<file path="src/rtl/core/ofpl_pkg.sv">
// ============================================================================
// ofpl_pkg
// Shared types and constants of the output fault protection lock.
// ============================================================================
package ofpl_pkg;

    // Default channel count and its legal range.
    localparam int CHANNELS_DEF = 8;
    localparam int CHANNELS_MAX = 32;

    // Widths of the fields on the ports.
    localparam int CMD_W    = 2;
    localparam int STATUS_W = 8;
    localparam int CHAN_W   = 3;
    localparam int TIME_W   = 32;
    localparam int OUT_W    = 8;
    localparam int CFG_IDX_W  = 2;
    localparam int CFG_DATA_W = 32;

    localparam logic [TIME_W-1:0] LOCK_MS_DEF = TIME_W'(10000);

    typedef enum logic [CMD_W-1:0] {
        CMD_OV_REPORT = 2'd0,
        CMD_TH_REPORT = 2'd1,
        CMD_DRIVE_WR  = 2'd2,
        CMD_MODE_WR   = 2'd3
    } t_cmd;

    typedef enum logic [CFG_IDX_W-1:0] {
        REG_OV_ENABLE = 2'd0,
        REG_OV_TIME   = 2'd1,
        REG_TH_TIME   = 2'd2
    } t_reg_idx;

    // State bits of one channel.
    typedef struct packed {
        logic drive;
        logic pushpull;
        logic ov_lock;
        logic th_lock;
        logic user_drive;
        logic user_pushpull;
    } t_lane_bits;

endpackage

</file>
<file path="src/rtl/core/ofpl_in_if.sv">
// ============================================================================
// ofpl_in_if
// Command channel: valid/ready handshake and one command word.
// ============================================================================
interface ofpl_in_if;
    import ofpl_pkg::*;

    logic                valid;
    logic                ready;
    logic [CMD_W-1:0]    command;
    logic [STATUS_W-1:0] status_bits;
    logic [CHAN_W-1:0]   channel;
    logic                level;
    logic [TIME_W-1:0]   now_ms;

    modport source (
        output valid, command, status_bits, channel, level, now_ms,
        input  ready
    );

    modport sink (
        input  valid, command, status_bits, channel, level, now_ms,
        output ready
    );
endinterface

</file>
<file path="src/rtl/core/ofpl_out_if.sv">
// ============================================================================
// ofpl_out_if
// Result channel: valid/ready handshake and one result word.
// ============================================================================
interface ofpl_out_if;
    import ofpl_pkg::*;

    logic             valid;
    logic             ready;
    logic [OUT_W-1:0] drive_bits;
    logic [OUT_W-1:0] pushpull_bits;
    logic [OUT_W-1:0] ov_lock_bits;
    logic [OUT_W-1:0] thermal_lock_bits;
    logic             accepted;

    modport source (
        output valid, drive_bits, pushpull_bits, ov_lock_bits, thermal_lock_bits,
               accepted,
        input  ready
    );

    modport sink (
        input  valid, drive_bits, pushpull_bits, ov_lock_bits, thermal_lock_bits,
               accepted,
        output ready
    );
endinterface

</file>
<file path="src/rtl/core/output_fault_protection_lock.sv">
// ============================================================================
// output_fault_protection_lock
// Overvoltage and thermal lock handling for a bank of output channels.
// ============================================================================
//   channel   dir  handshake       word
//   i_cmd     in   valid / ready   command, status_bits, channel, level, now_ms
//   o_res     out  valid / ready   drive/pushpull/lock bits, accepted
//   i_cfg_*   in   write enable    register index, 32-bit data
//
// One word per cycle sustained while the result channel is ready. A word waits
// in the input register, where all channel lanes (one 32-bit elapsed-time compare
// each) update the state, then the result register holds the answer.
// A stalled result register holds its word; the input register still takes
// one more word. Reset (synchronous, active low) clears state (but not the time stamps) and config.
// ============================================================================
module output_fault_protection_lock
    import ofpl_pkg::*;
#(
    parameter int CHANNELS = CHANNELS_DEF
)(
    input  logic                  i_clk,
    input  logic                  i_rst_n,
    input  logic                  i_cfg_we,
    input  logic [CFG_IDX_W-1:0]  i_cfg_idx,
    input  logic [CFG_DATA_W-1:0] i_cfg_data,
    ofpl_in_if.sink               i_cmd,
    ofpl_out_if.source            o_res
);

    localparam int EXT_W = (CHANNELS > OUT_W) ? CHANNELS : OUT_W;

    // configuration
    logic              r_ov_en;
    logic [TIME_W-1:0] r_ov_time;
    logic [TIME_W-1:0] r_th_time;

    // input register
    logic                r_in_valid;
    t_cmd                r_cmd;
    logic [STATUS_W-1:0] r_status;
    logic [CHAN_W-1:0]   r_chan;
    logic                r_level;
    logic [TIME_W-1:0]   r_now;

    // channel state
    logic [CHANNELS-1:0] r_drive, n_drive;
    logic [CHANNELS-1:0] r_pp, n_pp;
    logic [CHANNELS-1:0] r_user_drive, n_user_drive;
    logic [CHANNELS-1:0] r_user_pp, n_user_pp;
    logic [CHANNELS-1:0] r_ov_lock, n_ov_lock;
    logic [CHANNELS-1:0] r_th_lock, n_th_lock;
    logic [TIME_W-1:0]   r_stamp [CHANNELS];

    // result register
    logic             r_out_valid;
    logic [OUT_W-1:0] r_out_drive;
    logic [OUT_W-1:0] r_out_pp;
    logic [OUT_W-1:0] r_out_ov;
    logic [OUT_W-1:0] r_out_th;
    logic             r_out_acc;

    logic                accept;
    logic                advance;
    logic [EXT_W-1:0]    flags_ext;
    logic [CHANNELS-1:0] flags;
    logic [CHANNELS-1:0] stamp_we;
    logic [CHANNELS-1:0] lane_refused;
    logic                chan_oob;
    logic                refused;
    logic [EXT_W-1:0]    ext_drive, ext_pp, ext_ov, ext_th;

    assign advance     = r_in_valid && (!r_out_valid || o_res.ready);
    assign i_cmd.ready = !r_in_valid || advance;
    assign accept      = i_cmd.valid && i_cmd.ready;

    // configuration writes
    always_ff @(posedge i_clk) begin
        if (!i_rst_n) begin
            r_ov_en   <= 1'b0;
            r_ov_time <= LOCK_MS_DEF;
            r_th_time <= LOCK_MS_DEF;
        end else if (i_cfg_we) begin
            case (t_reg_idx'(i_cfg_idx))
                REG_OV_ENABLE: r_ov_en   <= i_cfg_data[0];
                REG_OV_TIME:   r_ov_time <= i_cfg_data[TIME_W-1:0];
                REG_TH_TIME:   r_th_time <= i_cfg_data[TIME_W-1:0];
                default:       r_ov_en   <= r_ov_en;
            endcase
        end
    end

    // input register
    always_ff @(posedge i_clk) begin
        if (!i_rst_n) begin
            r_in_valid <= 1'b0;
        end else if (accept) begin
            r_in_valid <= 1'b1;
        end else if (advance) begin
            r_in_valid <= 1'b0;
        end
    end

    always_ff @(posedge i_clk) begin
        if (accept) begin
            r_cmd    <= t_cmd'(i_cmd.command);
            r_status <= i_cmd.status_bits;
            r_chan   <= i_cmd.channel;
            r_level  <= i_cmd.level;
            r_now    <= i_cmd.now_ms;
        end
    end

    // status flags exist only for the low channels
    assign flags_ext = EXT_W'(r_status);
    assign flags     = flags_ext[CHANNELS-1:0];

    for (genvar g = 0; g < CHANNELS; g++) begin : g_lane
        t_lane_bits cur;
        t_lane_bits nxt;
        logic       sel;

        assign sel = (32'(r_chan) == 32'(g));
        assign cur = '{drive:         r_drive[g],
                       pushpull:      r_pp[g],
                       ov_lock:       r_ov_lock[g],
                       th_lock:       r_th_lock[g],
                       user_drive:    r_user_drive[g],
                       user_pushpull: r_user_pp[g]};

        ofpl_lane u_lane (
            .i_cmd      (r_cmd),
            .i_ov_en    (r_ov_en),
            .i_flag     (flags[g]),
            .i_sel      (sel),
            .i_level    (r_level),
            .i_now      (r_now),
            .i_stamp    (r_stamp[g]),
            .i_ov_time  (r_ov_time),
            .i_th_time  (r_th_time),
            .i_cur      (cur),
            .o_nxt      (nxt),
            .o_stamp_we (stamp_we[g]),
            .o_refused  (lane_refused[g])
        );

        assign n_drive[g]      = nxt.drive;
        assign n_pp[g]         = nxt.pushpull;
        assign n_ov_lock[g]    = nxt.ov_lock;
        assign n_th_lock[g]    = nxt.th_lock;
        assign n_user_drive[g] = nxt.user_drive;
        assign n_user_pp[g]    = nxt.user_pushpull;

        always_ff @(posedge i_clk) begin
            if (advance && stamp_we[g]) begin
                r_stamp[g] <= r_now;
            end
        end
    end

    // a write to a channel that does not exist is refused
    assign chan_oob = (32'(r_chan) >= 32'(CHANNELS)) &&
                      (r_cmd == CMD_DRIVE_WR || r_cmd == CMD_MODE_WR);
    assign refused  = chan_oob || (|lane_refused);

    always_ff @(posedge i_clk) begin
        if (!i_rst_n) begin
            r_drive      <= '0;
            r_pp         <= '0;
            r_user_drive <= '0;
            r_user_pp    <= '0;
            r_ov_lock    <= '0;
            r_th_lock    <= '0;
        end else if (advance) begin
            r_drive      <= n_drive;
            r_pp         <= n_pp;
            r_user_drive <= n_user_drive;
            r_user_pp    <= n_user_pp;
            r_ov_lock    <= n_ov_lock;
            r_th_lock    <= n_th_lock;
        end
    end

    // report only the low channels
    assign ext_drive = EXT_W'(n_drive);
    assign ext_pp    = EXT_W'(n_pp);
    assign ext_ov    = EXT_W'(n_ov_lock);
    assign ext_th    = EXT_W'(n_th_lock);

    // result register
    always_ff @(posedge i_clk) begin
        if (!i_rst_n) begin
            r_out_valid <= 1'b0;
        end else if (advance) begin
            r_out_valid <= 1'b1;
        end else if (o_res.ready) begin
            r_out_valid <= 1'b0;
        end
    end

    always_ff @(posedge i_clk) begin
        if (advance) begin
            r_out_drive <= ext_drive[OUT_W-1:0];
            r_out_pp    <= ext_pp[OUT_W-1:0];
            r_out_ov    <= ext_ov[OUT_W-1:0];
            r_out_th    <= ext_th[OUT_W-1:0];
            r_out_acc   <= !refused;
        end
    end

    assign o_res.valid             = r_out_valid;
    assign o_res.drive_bits        = r_out_drive;
    assign o_res.pushpull_bits     = r_out_pp;
    assign o_res.ov_lock_bits      = r_out_ov;
    assign o_res.thermal_lock_bits = r_out_th;
    assign o_res.accepted          = r_out_acc;

    // a thermally locked channel never runs push-pull
    a_th_lock_no_pp: assert property (@(posedge i_clk) disable iff (!i_rst_n)
        (r_th_lock & r_pp) == '0)
        else $error("thermal lock with push-pull active");

    // overvoltage locks are only taken by an overvoltage report
    a_ov_lock_source: assert property (@(posedge i_clk) disable iff (!i_rst_n)
        (|(n_ov_lock & ~r_ov_lock)) && advance |-> r_cmd == CMD_OV_REPORT)
        else $error("overvoltage lock set by a non-report word");

    // thermal locks are only taken by a thermal report
    a_th_lock_source: assert property (@(posedge i_clk) disable iff (!i_rst_n)
        (|(n_th_lock & ~r_th_lock)) && advance |-> r_cmd == CMD_TH_REPORT)
        else $error("thermal lock set by a non-report word");

    // a word that leaves the input register shows up as a result next cycle
    a_advance_result: assert property (@(posedge i_clk) disable iff (!i_rst_n)
        advance |=> r_out_valid)
        else $error("advanced word lost");

    // reports are never refused
    a_report_accepted: assert property (@(posedge i_clk) disable iff (!i_rst_n)
        advance && (r_cmd == CMD_OV_REPORT || r_cmd == CMD_TH_REPORT) |=> r_out_acc)
        else $error("report word refused");

endmodule

</file>
<file path="src/rtl/core/ofpl_lane.sv">
// ============================================================================
// ofpl_lane
// Next-state logic of one output channel: fault reports, lock expiry and
// user writes.
// ============================================================================
module ofpl_lane
    import ofpl_pkg::*;
(
    input  t_cmd               i_cmd,
    input  logic               i_ov_en,
    input  logic               i_flag,
    input  logic               i_sel,
    input  logic               i_level,
    input  logic [TIME_W-1:0]  i_now,
    input  logic [TIME_W-1:0]  i_stamp,
    input  logic [TIME_W-1:0]  i_ov_time,
    input  logic [TIME_W-1:0]  i_th_time,
    input  t_lane_bits         i_cur,
    output t_lane_bits         o_nxt,
    output logic               o_stamp_we,
    output logic               o_refused
);

    logic [TIME_W-1:0] lock_time;
    logic [TIME_W-1:0] elapsed;
    logic              expired;
    logic              ov_set;
    logic              th_set;

    // One elapsed-time compare serves both report kinds.
    assign lock_time = (i_cmd == CMD_TH_REPORT) ? i_th_time : i_ov_time;
    assign elapsed   = i_now - i_stamp;
    assign expired   = elapsed > lock_time;

    assign ov_set = i_flag && !i_cur.pushpull && (!i_cur.drive || i_cur.ov_lock);
    assign th_set = i_flag && (i_cur.pushpull || i_cur.th_lock) &&
                    (!i_cur.drive || i_cur.th_lock);

    always_comb begin
        o_nxt      = i_cur;
        o_stamp_we = 1'b0;
        o_refused  = 1'b0;
        case (i_cmd)
            CMD_OV_REPORT: begin
                if (i_ov_en) begin
                    if (ov_set) begin
                        o_nxt.ov_lock = 1'b1;
                        o_nxt.drive   = 1'b1;
                        o_stamp_we    = 1'b1;
                    end else if (i_cur.ov_lock && expired) begin
                        o_nxt.drive   = i_cur.user_drive;
                        o_nxt.ov_lock = 1'b0;
                    end
                end
            end
            CMD_TH_REPORT: begin
                if (th_set) begin
                    o_nxt.th_lock  = 1'b1;
                    o_nxt.pushpull = 1'b0;
                    o_nxt.drive    = 1'b0;
                    o_stamp_we     = 1'b1;
                end else if (i_cur.th_lock && expired) begin
                    o_nxt.pushpull = i_cur.user_pushpull;
                    o_nxt.drive    = i_cur.user_drive;
                    o_nxt.th_lock  = 1'b0;
                end
            end
            CMD_DRIVE_WR: begin
                if (i_sel) begin
                    o_nxt.user_drive = i_level;
                    // remember the request, refuse to clear the drive while an overvoltage lock holds
                    if (i_cur.ov_lock && !i_level) begin
                        o_refused = 1'b1;
                    end else begin
                        o_nxt.drive = i_level;
                    end
                end
            end
            CMD_MODE_WR: begin
                if (i_sel) begin
                    o_nxt.user_pushpull = i_level;
                    if (i_cur.th_lock && i_level) begin
                        o_refused = 1'b1;
                    end else begin
                        o_nxt.pushpull = i_level;
                    end
                end
            end
            default: begin
                o_nxt = i_cur;
            end
        endcase
    end

endmodule
</file>
<file path="src/flat_wrapper.sv">
// flat-port wrapper written by rule: the top's interface ports become plain ports
module output_fault_protection_lock_flat import ofpl_pkg::*;
#(
    parameter int CHANNELS = CHANNELS_DEF
)
  (i_clk, i_rst_n, i_cfg_we, i_cfg_idx, i_cfg_data, i_cmd_valid, i_cmd_command, i_cmd_status_bits, i_cmd_channel, i_cmd_level, i_cmd_now_ms, i_cmd_ready, o_res_valid, o_res_drive_bits, o_res_pushpull_bits, o_res_ov_lock_bits, o_res_thermal_lock_bits, o_res_accepted, o_res_ready);
  ofpl_in_if i_cmd_i ();
  ofpl_out_if o_res_i ();
  input  logic i_clk;
  input  logic i_rst_n;
  input  logic i_cfg_we;
  input  logic [CFG_IDX_W-1:0] i_cfg_idx;
  input  logic [CFG_DATA_W-1:0] i_cfg_data;
  input wire logic [$bits(i_cmd_i.valid)-1:0] i_cmd_valid;
  input wire logic [$bits(i_cmd_i.command)-1:0] i_cmd_command;
  input wire logic [$bits(i_cmd_i.status_bits)-1:0] i_cmd_status_bits;
  input wire logic [$bits(i_cmd_i.channel)-1:0] i_cmd_channel;
  input wire logic [$bits(i_cmd_i.level)-1:0] i_cmd_level;
  input wire logic [$bits(i_cmd_i.now_ms)-1:0] i_cmd_now_ms;
  output wire logic [$bits(i_cmd_i.ready)-1:0] i_cmd_ready;
  output wire logic [$bits(o_res_i.valid)-1:0] o_res_valid;
  output wire logic [$bits(o_res_i.drive_bits)-1:0] o_res_drive_bits;
  output wire logic [$bits(o_res_i.pushpull_bits)-1:0] o_res_pushpull_bits;
  output wire logic [$bits(o_res_i.ov_lock_bits)-1:0] o_res_ov_lock_bits;
  output wire logic [$bits(o_res_i.thermal_lock_bits)-1:0] o_res_thermal_lock_bits;
  output wire logic [$bits(o_res_i.accepted)-1:0] o_res_accepted;
  input wire logic [$bits(o_res_i.ready)-1:0] o_res_ready;
  assign i_cmd_i.valid = i_cmd_valid;
  assign i_cmd_i.command = i_cmd_command;
  assign i_cmd_i.status_bits = i_cmd_status_bits;
  assign i_cmd_i.channel = i_cmd_channel;
  assign i_cmd_i.level = i_cmd_level;
  assign i_cmd_i.now_ms = i_cmd_now_ms;
  assign i_cmd_ready = i_cmd_i.ready;
  assign o_res_valid = o_res_i.valid;
  assign o_res_drive_bits = o_res_i.drive_bits;
  assign o_res_pushpull_bits = o_res_i.pushpull_bits;
  assign o_res_ov_lock_bits = o_res_i.ov_lock_bits;
  assign o_res_thermal_lock_bits = o_res_i.thermal_lock_bits;
  assign o_res_accepted = o_res_i.accepted;
  assign o_res_i.ready = o_res_ready;
  output_fault_protection_lock #(.CHANNELS(CHANNELS)) u_core (.i_clk(i_clk), .i_rst_n(i_rst_n), .i_cfg_we(i_cfg_we), .i_cfg_idx(i_cfg_idx), .i_cfg_data(i_cfg_data), .i_cmd(i_cmd_i), .o_res(o_res_i));
endmodule
</file>
<file path="config.mk">
export PLATFORM = sky130hd
export DESIGN_NAME = output_fault_protection_lock_flat
export DESIGN_NICKNAME = d
export VERILOG_FILES = /design/src/rtl/core/ofpl_pkg.sv /design/src/rtl/core/ofpl_in_if.sv /design/src/rtl/core/ofpl_out_if.sv /design/src/rtl/core/output_fault_protection_lock.sv /design/src/rtl/core/ofpl_lane.sv /design/src/flat_wrapper.sv
export SDC_FILE = /design/constraint.sdc
export NUM_CORES = 2
export LEC_CHECK = 0
export BUFFER_PORTS_ARGS = -buffer_cell sky130_fd_sc_hd__buf_2
export CELL_PAD_IN_SITES_DETAIL_PLACEMENT = 1
export CELL_PAD_IN_SITES_GLOBAL_PLACEMENT = 2
export CORE_MARGIN = 10
export CORE_UTILIZATION = 35
export DETAILED_ROUTE_END_ITERATION = 12
export PLACE_DENSITY = 0.68
export RECOVER_POWER = 100
export SLEW_MARGIN = 15
export SYNTH_ARGS = -nofsm -noshare
export SYNTH_HDL_FRONTEND = slang
export SYNTH_HIERARCHICAL = 1
export SYNTH_SLANG_ARGS = --single-unit
</file>
<file path="constraint.sdc">
create_clock -name i_clk -period 6.1 [get_ports i_clk]
set_input_delay 1.22 -clock i_clk [delete_from_list [all_inputs] [get_ports i_clk]]
set_output_delay 1.22 -clock i_clk [all_outputs]
set_load 0.02 [all_outputs]
</file>
==> results.md <==
- Fin. Hold Viols: 0
- Yosys top cell by area: edfxtp_1
- Max Cap Violations: 0
- Count of flip-flops with a built-in enable after synthesis: 335
- Total gr overflow: 0
- Crit path launch type: flip-flop
- Hold Path Class: flip-flop to flip-flop
- Syn nets: 4702
- Core area: 109000 um^2
- Final setup viols: 0
- Post-DP HPWL: 109 mm
- Port buffer count: 119
- Final Max Slew Viols: 0
- Clock latency at the later pin of the worst-skew pair: 0.68 ns
- RSZ-0062 raised after global routing: true
- Crit Path Max Fanout: 11
- Post-Syn Instances: 4105
- CP endpoint kind: flip-flop
- Worst Hold Slack: 0.480 ns
- Initial DRC count: 2113
- Cell leakage power: 18.3 nW
- P per Cell Area: 213 nW/um^2
- Router iterations before antenna repair: 5
- Count of unique library cells instantiated by Yosys: 110
- Clock Sinks: 450
- Fmax: 172 MHz
- Hold_buf cts: 0
- Largest net degree at the start of global routing: 103
- Seq/Total Area, Yosys: 32.3%
- CP Class: flip-flop to flip-flop
- Cell Area, Placed: 41400 um^2
- Commonest cells in the netlist: 504 x ha_1, 357 x inv_1, 354 x nand2_1, 335 x edfxtp_1, 319 x mux2i_1
- DR vias/cell: 5.56
- Area Overhead vs Synth: 14.4%
- Final Cell Area: 43800 um^2
- Fin nets: 4937
- WL/cell: 24.7 um
- TNS Setup: 0 ns
- Status: completed
- Initial Util: 35.2%
- Clk slew on worst S/H paths: 0.06 ns
- Initial antenna violation count: 4
- CTS tree: done
- Share of the synthesized area in the top cell type: 26.3%
- Clock Tree Buf Depth: 3
- IO Pins: 120
- Drt drc: 0
- # rows: 121
- H-tree depth: 2
- All-Layer GR Usage: 22.9%
- Yosys reg bits: 450
- Most frequent cell after synthesis: ha_1
- Die area: 123000 um^2
- Via count: 32300
- Async SR Flop Fraction: 0%
- Layout cells sized above 1: 11.9%
- CTS buffer count: 61
- Post-route ant nets: 0
- CP required: 6.71 ns
- Top cells by area, synth: edfxtp_1 26%, ha_1 16%, mux2i_1 8.3%
- Fillers: 12500
- Final period utilization: 95.2%
- Die X: 351 um
- Syn_area_per_cell: 9.33 um^2
- First-pass GRT wire length: 214 mm
- Fin Clk Skew: 0.0222 ns
- Final wirelength: 144 mm
- Ys Warns: 6
- Max-slew headroom: 12.3%
- Synthesized area: 38300 um^2
- Worst-margin pin slew: 1.32 ns
- Die Ht: 351 um
- Post-layout min period: 5.81 ns
- Routability-driven placement congestion ratio: 0.853
- Max IR drop VDD: 0.246 mV
- Post-synth top flop: edfxtp_1
- Root Driver: clkbuf_16
- Arrival time at the worst endpoint: 6.42 ns
- Vias in the first global route: 32900
==> flip-flops by register name, summed over array words and instances, names as in the netlist <==
signal,count
u_core/r_stamp,256
u_core/o_res.pushpull_bits,8
u_core/r_level,1
u_core/o_res.ov_lock_bits,8
u_core/o_res.thermal_lock_bits,8
u_core/r_th_time,32
u_core/r_cmd,2
u_core/r_ov_lock,8
u_core/o_res.valid,1
u_core/r_user_drive,8
u_core/r_in_valid,1
u_core/r_now,32
u_core/o_res.accepted,1
u_core/r_chan,3
u_core/r_drive,8
u_core/r_th_lock,8
u_core/flags,8
u_core/r_ov_time,32
u_core/o_res.drive_bits,8
u_core/r_ov_en,1
u_core/r_user_pp,8
u_core/r_pp,8
==> stage by stage <==
step                      power, mW  setup WS [ns]  utilization [%]  std cells
after global routing           9.78        -0.0551             40.3       5808
after detailed placement       5.52        -0.0390             38.1       5680
after global placement         5.50         0.0565             38.1       5680
after floorplan                4.78           1.05                -       4105
after CTS                      9.42         0.0336             40.1       5796
final                          9.33          0.291             40.3       5810
==> worst paths after layout <==
| path | startpoint | endpoint | slack (ns) | cells after the start |
|---|---|---|---|---|
| setup / recovery | u_core/r_now[8] | u_core/r_drive[6] | 0.29 | 24 |
| hold / removal | u_core/r_user_pp[7] | u_core/r_user_pp[7] | 0.48 | 2 |
| setup reg to reg | u_core/r_now[8] | u_core/r_drive[6] | 0.29 | 24 |
| hold reg to reg | u_core/r_user_pp[7] | u_core/r_user_pp[7] | 0.48 | 2 |
==> power breakdown <==
part | switching (mW) | internal (mW) | total, mW
Sequential | 0.114 | 3.34 | 3.45
Combinational | 1.22 | 0.819 | 2.04
Clock | 1.56 | 2.28 | 3.84
==> cell usage in the layout, fill, tap and decap left out, types with 11 or more instances in the layout <==
master,Yosys,final
ha_1,504,504
inv_1,357,357
nand2_1,354,354
edfxtp_1,335,335
mux2i_1,319,319
a21oi_1,306,302
o21ai_0,219,216
nor2_1,173,170
nand3_1,157,156
xnor2_1,153,153
buf_4,3,145
a21o_1,128,128
dfxtp_1,115,115
buf_2,30,104
nand4_1,77,77
xor2_1,69,69
clkbuf_16,0,67
nor2b_1,59,51
nor3_1,46,46
o21bai_1,41,41
a211oi_1,36,36
o21a_1,35,35
and3_1,30,30
o211ai_1,29,29
clkbuf_1,58,28
nand2b_1,28,28
a31oi_1,33,26
o21ai_1,23,23
o31ai_1,21,21
o21ai_2,17,19
mux2_2,19,19
or3_1,19,18
a211o_1,15,15
and2_1,23,14
o211a_1,14,14
nor4_1,15,12
clkinv_2,0,11
o31a_1,11,11
==> logic make-up after synthesis <==
group	after synthesis	synth area share, %
simple gates	1055	13.6
mux	338	8.90
xor+xnor	222	5.08
compound gates	1063	18.4
fa+ha+maj	512	16.9
flops	450	32.3
buf+inv	465	4.87
==> final cells by class <==
class / count / area, um^2 / area share, %
multi-input cells: 3190 / 24400 / 55.6
flip-flops and latches: 450 / 12400 / 28.2
clock buffers: 86 / 1850 / 4.22
repair buffers: 278 / 1840 / 4.19
well taps: 1414 / 1770 / 4.04
inverters: 359 / 1350 / 3.07
clock inverters: 30 / 279 / 0.637
diodes: 3 / 7.51 / 0.0171
==> repair_timing <==
item / in CTS / in global routing
pin swaps: 0 / 14
endpoints found under the setup margin: 2 / 37
gates resized for setup: 1 / 43
gates cloned: 0 / 0
buffers inserted: 0 / 11
==> per-layer routing <==
| layer | GRT usage, % | wire, um | part of all wire [%] |
|---|---|---|---|
| met5 | 0 | 7 | 0.0049 |
| met4 | 6.82 | 4430 | 3.1 |
| met3 | 2.01 | 4910 | 3.4 |
| met2 | 37.9 | 66000 | 46 |
| met1 | 31.5 | 68400 | 48 |
==> worst max-delay path, stage by stage (launching register included) <==
cell and delay (ns):
edfxtp_1 0.45, buf_4 0.18, buf_4 0.19, ha_1 0.43
inv_2 0.10, nor4_4 0.40, o2111ai_2 0.24, nand3_2 0.21
a31oi_4 0.12, o31ai_4 0.40, o2111ai_1 0.18, a32oi_1 0.26
xor2_1 0.09, ha_1 0.32, nand4_2 0.15, nor3_4 0.30
nand2_1 0.08, a311o_1 0.39, a31oi_4 0.28, mux2i_1 0.10
o211a_1 0.23, a22o_1 0.20, a22oi_1 0.21, nand2_1 0.07
mux2i_1 0.13
(Power assumes the default switching activity.)
